**src/grbf_pkg.sv**
```systemverilog
package grbf_pkg;

  localparam int X_W      = 16;
  localparam int GAMMA_W  = 24;
  localparam int KERNEL_W = 17;
  localparam int DIST_W   = 46;
  localparam int SQ_W     = 32;

  localparam logic [GAMMA_W-1:0] GAMMA_RESET = 24'd1638;

  // distance saturation bound
  localparam longint unsigned MAX_FEATURES = 64'd16384;
  localparam longint unsigned SQ_MAX       = 64'd4294836225;
  localparam longint unsigned D46_MAX      = 64'd70368744177663;
  localparam logic [DIST_W-1:0] DIST_CAP =
    (MAX_FEATURES * SQ_MAX > D46_MAX) ? DIST_W'(D46_MAX) : DIST_W'(MAX_FEATURES * SQ_MAX);

  // exponent evaluation, all Q.32 but for the taylor term count
  localparam int T_W = 54;
  localparam int R_W = 36;
  localparam logic [T_W-1:0] T_ZERO_LIMIT = 54'd51539607552;
  localparam logic [R_W-1:0] LN2_Q32      = 36'd2977044472;
  localparam logic [32:0]    ONE_Q32      = 33'h1_0000_0000;
  localparam logic [3:0]     TAYLOR_TERMS = 4'd13;

  // taylor term divider
  localparam int DIV_W      = 32;
  localparam int DIV_STEP   = 4;
  localparam int DIV_CYCLES = DIV_W / DIV_STEP;

  localparam int QUEUE_DEPTH = 4;

  typedef struct packed {
    logic              push;
    logic [DIST_W-1:0] distance;
  } q_wr_t;

  typedef struct packed {
    logic              nonempty;
    logic [DIST_W-1:0] distance;
  } q_rd_t;

endpackage

```
**src/grbf_ifaces.sv**
```systemverilog
interface grbf_in_if;
  logic                     valid;
  logic                     ready;
  logic [grbf_pkg::X_W-1:0] x_feature;
  logic [grbf_pkg::X_W-1:0] y_feature;
  logic                     last_pair;
  modport source (output valid, x_feature, y_feature, last_pair, input ready);
  modport sink   (input valid, x_feature, y_feature, last_pair, output ready);
endinterface

interface grbf_out_if;
  logic                          valid;
  logic                          ready;
  logic [grbf_pkg::KERNEL_W-1:0] kernel_value;
  logic [grbf_pkg::DIST_W-1:0]   sq_distance;
  modport source (output valid, kernel_value, sq_distance, input ready);
  modport sink   (input valid, kernel_value, sq_distance, output ready);
endinterface

interface grbf_cfg_if;
  logic                         valid;
  logic                         ready;
  logic [grbf_pkg::GAMMA_W-1:0] gamma;
  modport source (output valid, gamma, input ready);
  modport sink   (input valid, gamma, output ready);
endinterface

```
**src/grbf_queue.sv**
```systemverilog
module grbf_queue #(
  parameter int DEPTH = grbf_pkg::QUEUE_DEPTH,
  localparam int PW = (DEPTH > 1) ? $clog2(DEPTH) : 1,
  localparam int CW = $clog2(DEPTH + 1)
) (
  input  logic            clk,
  input  logic            rst,
  input  grbf_pkg::q_wr_t wr,
  input  logic            pop,
  output grbf_pkg::q_rd_t rd,
  output logic [CW-1:0]   level
);

  logic [grbf_pkg::DIST_W-1:0] mem [DEPTH];
  logic [PW-1:0] wr_ptr;
  logic [PW-1:0] rd_ptr;
  logic [CW-1:0] count;

  always_ff @(posedge clk) begin
    if (rst) begin
      wr_ptr <= '0;
      rd_ptr <= '0;
      count  <= '0;
    end else begin
      if (wr.push) begin
        wr_ptr <= (wr_ptr == PW'(DEPTH - 1)) ? '0 : wr_ptr + 1'b1;
      end
      if (pop) begin
        rd_ptr <= (rd_ptr == PW'(DEPTH - 1)) ? '0 : rd_ptr + 1'b1;
      end
      case ({wr.push, pop})
        2'b10:   count <= count + 1'b1;
        2'b01:   count <= count - 1'b1;
        default: count <= count;
      endcase
    end
  end

  always_ff @(posedge clk) begin
    if (wr.push) begin
      mem[wr_ptr] <= wr.distance;
    end
  end

  assign rd.nonempty = (count != '0);
  assign rd.distance = mem[rd_ptr];
  assign level       = count;

endmodule

```
**src/grbf_div.sv**
```systemverilog
module grbf_div (
  input  logic                       clk,
  input  logic                       rst,
  input  logic                       start,
  input  logic [grbf_pkg::DIV_W-1:0] dividend,
  input  logic [3:0]                 divisor,
  output logic                       done,
  output logic [grbf_pkg::DIV_W-1:0] quotient
);

  localparam int CNTW = (grbf_pkg::DIV_CYCLES > 1) ? $clog2(grbf_pkg::DIV_CYCLES) : 1;

  logic [grbf_pkg::DIV_W-1:0] quo;
  logic [grbf_pkg::DIV_W-1:0] quo_next;
  logic [3:0]                 rem;
  logic [3:0]                 rem_next;
  logic [CNTW-1:0]            cnt;
  logic                       busy;

  // restoring division, DIV_STEP quotient bits per cycle while busy
  always_comb begin
    logic [4:0] trial;
    quo_next = quo;
    rem_next = rem;
    for (int i = 0; i < grbf_pkg::DIV_STEP; i++) begin
      trial    = {rem_next, quo_next[grbf_pkg::DIV_W-1]};
      quo_next = {quo_next[grbf_pkg::DIV_W-2:0], 1'b0};
      if (trial >= {1'b0, divisor}) begin
        rem_next    = 4'(trial - {1'b0, divisor});
        quo_next[0] = 1'b1;
      end else begin
        rem_next = trial[3:0];
      end
    end
  end

  always_ff @(posedge clk) begin
    if (rst) begin
      busy <= 1'b0;
      done <= 1'b0;
      cnt  <= '0;
    end else begin
      done <= 1'b0;
      if (start) begin
        busy <= 1'b1;
        cnt  <= '0;
      end else if (busy) begin
        cnt <= cnt + 1'b1;
        if (cnt == CNTW'(grbf_pkg::DIV_CYCLES - 1)) begin
          busy <= 1'b0;
          done <= 1'b1;
        end
      end
    end
  end

  always_ff @(posedge clk) begin
    if (start) begin
      quo <= dividend;
      rem <= '0;
    end else if (busy) begin
      quo <= quo_next;
      rem <= rem_next;
    end
  end

  assign quotient = quo;

endmodule

```
**src/grbf_front.sv**
```systemverilog
module grbf_front #(
  parameter int DEPTH = grbf_pkg::QUEUE_DEPTH,
  localparam int CW = $clog2(DEPTH + 1)
) (
  input  logic                         clk,
  input  logic                         rst,
  grbf_cfg_if.sink                     cfg,
  grbf_in_if.sink                      pair_in,
  input  logic [CW-1:0]                level,
  output grbf_pkg::q_wr_t              wr,
  output logic [grbf_pkg::GAMMA_W-1:0] gamma
);

  logic                        s1_valid;
  logic                        s1_last;
  logic [grbf_pkg::SQ_W-1:0]   sq;
  logic [grbf_pkg::DIST_W-1:0] acc;
  logic [grbf_pkg::DIST_W:0]   acc_sum;
  logic [grbf_pkg::DIST_W-1:0] acc_sat;
  logic [grbf_pkg::X_W-1:0]    diff;
  logic                        pending;
  logic                        accept;

  assign cfg.ready = 1'b1;

  // a word in the square stage may still need a queue slot
  assign pending       = s1_valid & s1_last;
  assign pair_in.ready = ({1'b0, level} + (CW + 1)'(pending)) < (CW + 1)'(DEPTH);
  assign accept        = pair_in.valid & pair_in.ready;

  assign diff = (pair_in.x_feature >= pair_in.y_feature) ?
                pair_in.x_feature - pair_in.y_feature :
                pair_in.y_feature - pair_in.x_feature;

  assign acc_sum = {1'b0, acc} + (grbf_pkg::DIST_W + 1)'(sq);
  assign acc_sat = (acc_sum > {1'b0, grbf_pkg::DIST_CAP}) ?
                   grbf_pkg::DIST_CAP : acc_sum[grbf_pkg::DIST_W-1:0];

  always_ff @(posedge clk) begin
    if (rst) begin
      gamma    <= grbf_pkg::GAMMA_RESET;
      s1_valid <= 1'b0;
      acc      <= '0;
    end else begin
      if (cfg.valid) begin
        gamma <= cfg.gamma;
      end
      s1_valid <= accept;
      if (s1_valid) begin
        acc <= s1_last ? '0 : acc_sat;
      end
    end
  end

  always_ff @(posedge clk) begin
    if (accept) begin
      sq      <= grbf_pkg::SQ_W'(diff) * grbf_pkg::SQ_W'(diff);
      s1_last <= pair_in.last_pair;
    end
  end

  assign wr.push     = s1_valid & s1_last;
  assign wr.distance = acc_sat;

endmodule

```
**src/grbf_back.sv**
```systemverilog
module grbf_back (
  input  logic                         clk,
  input  logic                         rst,
  input  logic [grbf_pkg::GAMMA_W-1:0] gamma,
  input  grbf_pkg::q_rd_t              rd,
  output logic                         pop,
  grbf_out_if.source                   result_out
);

  localparam logic [3:0] S_IDLE  = 4'd0;
  localparam logic [3:0] S_MLO   = 4'd1;
  localparam logic [3:0] S_MHI   = 4'd2;
  localparam logic [3:0] S_TSUM  = 4'd3;
  localparam logic [3:0] S_RED   = 4'd4;
  localparam logic [3:0] S_TMUL  = 4'd5;
  localparam logic [3:0] S_TDIV  = 4'd6;
  localparam logic [3:0] S_TWAIT = 4'd7;
  localparam logic [3:0] S_FIN   = 4'd8;
  localparam logic [3:0] S_OUT   = 4'd9;

  localparam int T_W = grbf_pkg::T_W;
  localparam int R_W = grbf_pkg::R_W;

  logic [3:0]                    state;
  logic                          out_valid;
  logic [grbf_pkg::DIST_W-1:0]   d;
  logic [39:0]                   lo;
  logic [64:0]                   prod;
  logic [32:0]                   mul_a;
  logic [31:0]                   mul_b;
  logic [R_W-1:0]                r;
  logic [4:0]                    k;
  logic [32:0]                   term;
  logic [33:0]                   sum;
  logic [3:0]                    n;
  logic [grbf_pkg::KERNEL_W-1:0] kernel;
  logic [T_W-1:0]                t;
  logic [33:0]                   rnd;
  logic [grbf_pkg::KERNEL_W-1:0] kernel_fin;
  logic                          div_start;
  logic                          div_done;
  logic [grbf_pkg::DIV_W-1:0]    div_quo;

  grbf_div u_div (
    .clk      (clk),
    .rst      (rst),
    .start    (div_start),
    .dividend (prod[63:32]),
    .divisor  (n),
    .done     (div_done),
    .quotient (div_quo)
  );

  // one shared multiplier: gamma times distance halves, then term times r
  always_comb begin
    case (state)
      S_MLO: begin
        mul_a = 33'(gamma);
        mul_b = d[31:0];
      end
      S_MHI: begin
        mul_a = 33'(gamma);
        mul_b = 32'(d[grbf_pkg::DIST_W-1:32]);
      end
      default: begin
        mul_a = term;
        mul_b = r[31:0];
      end
    endcase
  end

  assign t          = {prod[37:0], 16'b0} + T_W'(lo);
  assign rnd        = sum + (34'd1 << (6'(k) + 6'd15));
  assign kernel_fin = grbf_pkg::KERNEL_W'(rnd >> (6'(k) + 6'd16));
  assign div_start  = (state == S_TDIV);
  assign pop        = (state == S_IDLE) & rd.nonempty;

  always_ff @(posedge clk) begin
    prod <= 65'(mul_a) * 65'(mul_b);
  end

  always_ff @(posedge clk) begin
    if (rst) begin
      state     <= S_IDLE;
      out_valid <= 1'b0;
    end else begin
      case (state)
        S_IDLE: begin
          if (rd.nonempty) begin
            state <= S_MLO;
          end
        end
        S_MLO:  state <= S_MHI;
        S_MHI:  state <= S_TSUM;
        S_TSUM: begin
          if (t >= grbf_pkg::T_ZERO_LIMIT) begin
            out_valid <= 1'b1;
            state     <= S_OUT;
          end else begin
            state <= S_RED;
          end
        end
        S_RED: begin
          if (r < grbf_pkg::LN2_Q32) begin
            state <= S_TMUL;
          end
        end
        S_TMUL: state <= S_TDIV;
        S_TDIV: state <= S_TWAIT;
        S_TWAIT: begin
          if (div_done) begin
            state <= (n == grbf_pkg::TAYLOR_TERMS) ? S_FIN : S_TMUL;
          end
        end
        S_FIN: begin
          out_valid <= 1'b1;
          state     <= S_OUT;
        end
        S_OUT: begin
          if (result_out.ready) begin
            out_valid <= 1'b0;
            state     <= S_IDLE;
          end
        end
        default: state <= S_IDLE;
      endcase
    end
  end

  always_ff @(posedge clk) begin
    case (state)
      S_IDLE: begin
        if (rd.nonempty) begin
          d <= rd.distance;
        end
      end
      S_MHI: lo <= prod[55:16];
      S_TSUM: begin
        kernel <= '0;
        r      <= t[R_W-1:0];
        k      <= '0;
      end
      S_RED: begin
        if (r >= grbf_pkg::LN2_Q32) begin
          r <= r - grbf_pkg::LN2_Q32;
          k <= k + 1'b1;
        end else begin
          term <= grbf_pkg::ONE_Q32;
          sum  <= {1'b0, grbf_pkg::ONE_Q32};
          n    <= 4'd1;
        end
      end
      S_TWAIT: begin
        if (div_done) begin
          term <= {1'b0, div_quo};
          sum  <= n[0] ? sum - 34'(div_quo) : sum + 34'(div_quo);
          n    <= n + 1'b1;
        end
      end
      S_FIN: kernel <= kernel_fin;
      default: begin
      end
    endcase
  end

  assign result_out.valid        = out_valid;
  assign result_out.kernel_value = kernel;
  assign result_out.sq_distance  = d;

endmodule

```
**src/gaussian_rbf_kernel_eval.sv**
```systemverilog
// flow: a taken last word is squared into the front stage register, then pushed into the queue;
// the back pops it, multiplies gamma by both distance halves and either returns a zero kernel
// or reduces by ln2 up to 17 times and sums 13 taylor terms, each through the term divider
// throughput: one feature word per cycle while the queue has room; the back takes no new
// distance until its result word is taken; short vectors wait on the exponent unit via the queue
// reset: synchronous rst clears accumulator, queue, sequencer and result valid, gamma to 1638
module gaussian_rbf_kernel_eval #(
  parameter int QUEUE_DEPTH = grbf_pkg::QUEUE_DEPTH
) (
  input  logic       clk,
  input  logic       rst,
  grbf_cfg_if.sink   cfg,
  grbf_in_if.sink    pair_in,
  grbf_out_if.source result_out
);

  localparam int CW = $clog2(QUEUE_DEPTH + 1);

  // front to queue: one distance word per finished vector
  grbf_pkg::q_wr_t              q_wr;
  // queue head seen by the exponent unit
  grbf_pkg::q_rd_t              q_rd;
  logic                         q_pop;
  // fill level, the front stalls input before the queue can overflow
  logic [CW-1:0]                q_level;
  // kernel scale, read live by the back; the user must change it only while idle, the block does not enforce it
  logic [grbf_pkg::GAMMA_W-1:0] gamma;

  // front: |x-y|^2 in one stage, saturating accumulate in the next,
  // pushes the distance on the last word and clears
  grbf_front #(
    .DEPTH (QUEUE_DEPTH)
  ) u_front (
    .clk     (clk),
    .rst     (rst),
    .cfg     (cfg),
    .pair_in (pair_in),
    .level   (q_level),
    .wr      (q_wr),
    .gamma   (gamma)
  );

  // short queue of finished distances, decouples streaming from the exponent
  grbf_queue #(
    .DEPTH (QUEUE_DEPTH)
  ) u_queue (
    .clk   (clk),
    .rst   (rst),
    .wr    (q_wr),
    .pop   (q_pop),
    .rd    (q_rd),
    .level (q_level)
  );

  // back: t = gamma*d, range reduction by ln2, taylor series for exp(-r),
  // then scale by 2^-k with round half up, zero once t reaches 12; result held in an output register
  grbf_back u_back (
    .clk        (clk),
    .rst        (rst),
    .gamma      (gamma),
    .rd         (q_rd),
    .pop        (q_pop),
    .result_out (result_out)
  );

endmodule

```
**src/flat_wrapper.sv**
```systemverilog
// flat-port wrapper written by rule: the top's interface ports become plain ports
module gaussian_rbf_kernel_eval_flat 
#(
  parameter int QUEUE_DEPTH = grbf_pkg::QUEUE_DEPTH
)
  (clk, rst, cfg_valid, cfg_gamma, cfg_ready, pair_in_valid, pair_in_x_feature, pair_in_y_feature, pair_in_last_pair, pair_in_ready, result_out_valid, result_out_kernel_value, result_out_sq_distance, result_out_ready);
  grbf_cfg_if cfg_i ();
  grbf_in_if pair_in_i ();
  grbf_out_if result_out_i ();
  input  logic clk;
  input  logic rst;
  input wire logic [$bits(cfg_i.valid)-1:0] cfg_valid;
  input wire logic [$bits(cfg_i.gamma)-1:0] cfg_gamma;
  output wire logic [$bits(cfg_i.ready)-1:0] cfg_ready;
  input wire logic [$bits(pair_in_i.valid)-1:0] pair_in_valid;
  input wire logic [$bits(pair_in_i.x_feature)-1:0] pair_in_x_feature;
  input wire logic [$bits(pair_in_i.y_feature)-1:0] pair_in_y_feature;
  input wire logic [$bits(pair_in_i.last_pair)-1:0] pair_in_last_pair;
  output wire logic [$bits(pair_in_i.ready)-1:0] pair_in_ready;
  output wire logic [$bits(result_out_i.valid)-1:0] result_out_valid;
  output wire logic [$bits(result_out_i.kernel_value)-1:0] result_out_kernel_value;
  output wire logic [$bits(result_out_i.sq_distance)-1:0] result_out_sq_distance;
  input wire logic [$bits(result_out_i.ready)-1:0] result_out_ready;
  assign cfg_i.valid = cfg_valid;
  assign cfg_i.gamma = cfg_gamma;
  assign cfg_ready = cfg_i.ready;
  assign pair_in_i.valid = pair_in_valid;
  assign pair_in_i.x_feature = pair_in_x_feature;
  assign pair_in_i.y_feature = pair_in_y_feature;
  assign pair_in_i.last_pair = pair_in_last_pair;
  assign pair_in_ready = pair_in_i.ready;
  assign result_out_valid = result_out_i.valid;
  assign result_out_kernel_value = result_out_i.kernel_value;
  assign result_out_sq_distance = result_out_i.sq_distance;
  assign result_out_i.ready = result_out_ready;
  gaussian_rbf_kernel_eval #(.QUEUE_DEPTH(QUEUE_DEPTH)) u_core (.clk(clk), .rst(rst), .cfg(cfg_i), .pair_in(pair_in_i), .result_out(result_out_i));
endmodule
```
**config.mk**
```make
export PLATFORM = sky130hd
export DESIGN_NAME = gaussian_rbf_kernel_eval_flat
export DESIGN_NICKNAME = d
export VERILOG_FILES = /design/src/grbf_pkg.sv /design/src/grbf_ifaces.sv /design/src/grbf_queue.sv /design/src/grbf_div.sv /design/src/grbf_front.sv /design/src/grbf_back.sv /design/src/gaussian_rbf_kernel_eval.sv /design/src/flat_wrapper.sv
export SDC_FILE = /design/constraint.sdc
export NUM_CORES = 2
export LEC_CHECK = 0
export BUFFER_PORTS_ARGS = -buffer_cell sky130_fd_sc_hd__buf_2
export CAP_MARGIN = 20
export CELL_PAD_IN_SITES_DETAIL_PLACEMENT = 1
export CELL_PAD_IN_SITES_GLOBAL_PLACEMENT = 2
export CORE_MARGIN = 3
export CORE_UTILIZATION = 43
export DETAILED_ROUTE_END_ITERATION = 10
export MAX_ROUTING_LAYER = met4
export PLACE_DENSITY_LB_ADDON = 0.1
export REMOVE_ABC_BUFFERS = 1
export SLEW_MARGIN = 20
export SYNTH_ARGS = -nofsm -noshare
export SYNTH_HDL_FRONTEND = slang
export SYNTH_SLANG_ARGS = --single-unit
```
**constraint.sdc**
```tcl
create_clock -name clk -period 12.8 [get_ports clk]
set_input_delay 0 -clock clk [delete_from_list [all_inputs] [get_ports clk]]
set_output_delay 0 -clock clk [all_outputs]
set_load 0.02 [all_outputs]
```
==> impl_metrics.toml <==
[run_status]
outcome = "complete, no violations"

[timing]
max_slew_margin = 0.212
rsz0062_at_grt = "no"
period_needed_ns = 11.04
skew_ns = 0.0284
fmax_mhz = 90.6
finalHoldViolCount = 0
finalSetupViolations = 0
report.final.slew_viol_count = 0
tightest_slew_ns = 1.16
period_share = 0.862

[clock_network]
cts-hold-fix-buffers = 56
cts_tree = "done"
post-cts-setup-buffer-count = 0
clk_latency_ns = 0.68
path_clk_slew_ns = 0.06
cts_htree_levels = 3
cts.sinks = 619
clock_path_buffers = 3
root_buffer = "clkbuf_16"
cts_resized = 0
cts_buffers = 74

[synth]
yosysSeqAreaShare = 0.233
synth.avg_cell_area_um2 = 9.67
synth_warnings = 0
synth-edff-count = 463
syn_inst = 7560
netlist-cell-type-count = 98
synthFlopType = "edfxtp_1"
synthArstFlopShare = 0
synthesis.area_um2 = 73100
ys_ff_latch = 619

[worst_hold_path]
worstHoldPathType = "in -> reg"
holdPathStages = 4

[setup_path]
path_class = "reg -> reg"
crit_top_cell = "fa_1"
cp_max_fo = 117
critPathRequiredTime_ns = 13.36
max_stage_delay_ns = 1.02
cp.arrival_ns = 11.60
crit_slowest_cell = "mux2i_2"
cp-end-kind = "register"
rr_worst_depth = 30
startpoint_type = "register"

[die]
die_area_um2 = 175000
start_util = 0.435
rows = 150
num_io_pins = 128
core-area_um2 = 168000
die_x_um = 418
fp.dieH_um = 418

[final_layout]
fillerInstances = 18900
area_growth_syn_to_layout_pct = 8.99
final_cell_area_um2 = 79700
layout-drive-gt1-share = 0.0740
most-common-layout-cells = "1237 x inv_1, 1098 x fa_1, 910 x nand2_1"
fin_nets = 9323
layout_commonest_cell = "inv_1"

[global_route]
grt_use_met1 = 0.421
grt_pass1_wl_mm = 391
antenna_found_initial = 17
grt.total_usage = 0.307
overflow = 0
grt_max_degree = 118
busiest_layer = "met2"
use_met3 = 0.0299
grt_pass1_vias = 60200
met2_usage = 0.482

[route]
wl_mm = 257
routed-via-count = 55500
antenna_left = 0
drcViolationCount = 0
drtIter0Drc = 3840
detail_route.wl_per_cell_um = 25.9
viasPerCell = 5.61
firstDrtPassIters = 5

[placed_design]
portBuffers = 126
gp_congestion = 0.941
place_area_um2 = 76600
hpwl_mm = 204

[run]
max-cap-violations = 0
==> synth_stat cells, types with 101 or more instances <==
cell type  count  share of area
a21oi_1      269          0.018
edfxtp_1     463           0.19
dfxtp_1      156          0.043
and3_1       152          0.013
nor3_1       111         0.0076
xnor2_1      191          0.023
inv_1       1239          0.064
nor2_1       749          0.038
nand2_1      911          0.047
fa_1        1098           0.30
ha_1         540          0.092
and2_1       101         0.0086
a21o_1       125          0.013
clkbuf_1     294          0.015
o21ai_0      163          0.011
==> cell families (layout without fill, tap and decap cells) <==
kind of cell | after synthesis | count (layout) | share of synthesized area
other cells | 2 | 10 | 0.000103
compound gates | 981 | 981 | 0.0898
buf+inv | 1584 | 1707 | 0.0821
mux | 152 | 152 | 0.0293
xor+xnor | 286 | 286 | 0.0344
fa+ha+maj | 1638 | 1638 | 0.393
flops | 619 | 619 | 0.233
simple gates | 2298 | 2298 | 0.138
==> area by class of cell <==
class / instances / area (um2) / share of cell area
Antenna cell: 6 / 15.0 / 0.000188
Tap cell: 2204 / 2760 / 0.0346
Clock inverter: 46 / 483 / 0.00606
Inverter: 1246 / 4680 / 0.0587
Clock buffer: 92 / 1990 / 0.0250
Sequential cell: 619 / 17000 / 0.214
Multi-Input combinational cell: 5359 / 50400 / 0.632
Timing Repair Buffer: 323 / 2350 / 0.0296
==> worst max-delay path: cells and delay by family, from the launching register on <==
family | cells | cell delay, ns
buffers and inverters | 4 | 1.06
adder cells (fa/ha/maj) | 9 | 4.45
AND/OR/NAND/NOR | 6 | 0.83
XOR/XNOR | 1 | 0.14
AO/OA/AOI/OAI | 9 | 2.71
flip-flops | 1 | 0.54
multiplexers | 1 | 1.02
==> stage by stage <==
stage | util | TNS, ns | instances | setup WS (ns) | hold slack [ns]
2_1_floorplan | - | -879.20 | 7224 | -15.22 | 0.0691
3_3_place_gp | 0.455 | 0 | 9690 | 2.02 | 0.215
3_5_place_dp | 0.456 | 0 | 9692 | 1.99 | 0.221
4_1_cts | 0.474 | 0 | 9886 | 1.95 | 0.0379
5_1_grt | 0.474 | 0 | 9892 | 1.40 | 0.0936
6_report | 0.474 | 0 | 9895 | 1.76 | 0.0973
==> final timing paths <==
check,slack (ns),from,endpoint
max,1.76,u_core.u_back.state[1],u_core.u_back.prod[63]
min,0.1,rst,u_core.u_front.gamma[10]
max reg2reg,1.76,u_core.u_back.state[1],u_core.u_back.prod[63]
min reg2reg,0.44,u_core.u_back.prod[55],u_core.u_back.lo[39]
==> state kept, by name (all words and copies together), names as in the netlist, 5 cells and up <==
name,cells
u_core.u_back.prod,64
u_core.u_front.sq,31
u_core.u_back.u_div.quotient,32
u_core.u_front.acc,46
u_core.u_back.term,33
u_core.u_front.gamma,24
u_core.u_back.result_out.kernel_value,17
u_core.u_back.result_out.sq_distance,46
u_core.u_back.sum,34
u_core.u_back.r,36
u_core.u_back.k,5
u_core.u_queue.mem,184
u_core.u_back.lo,40
==> metal layers <==
layer  up-vias  share of wire
li1      24600              -
met1     29100           0.45
met2      1534           0.46
met3       333          0.052
met4         0          0.038
met5         -              0
Power is left out: the tool's default activity adds up to more than one toggle a clock period on the data nets, which glitch-free logic cannot reach.
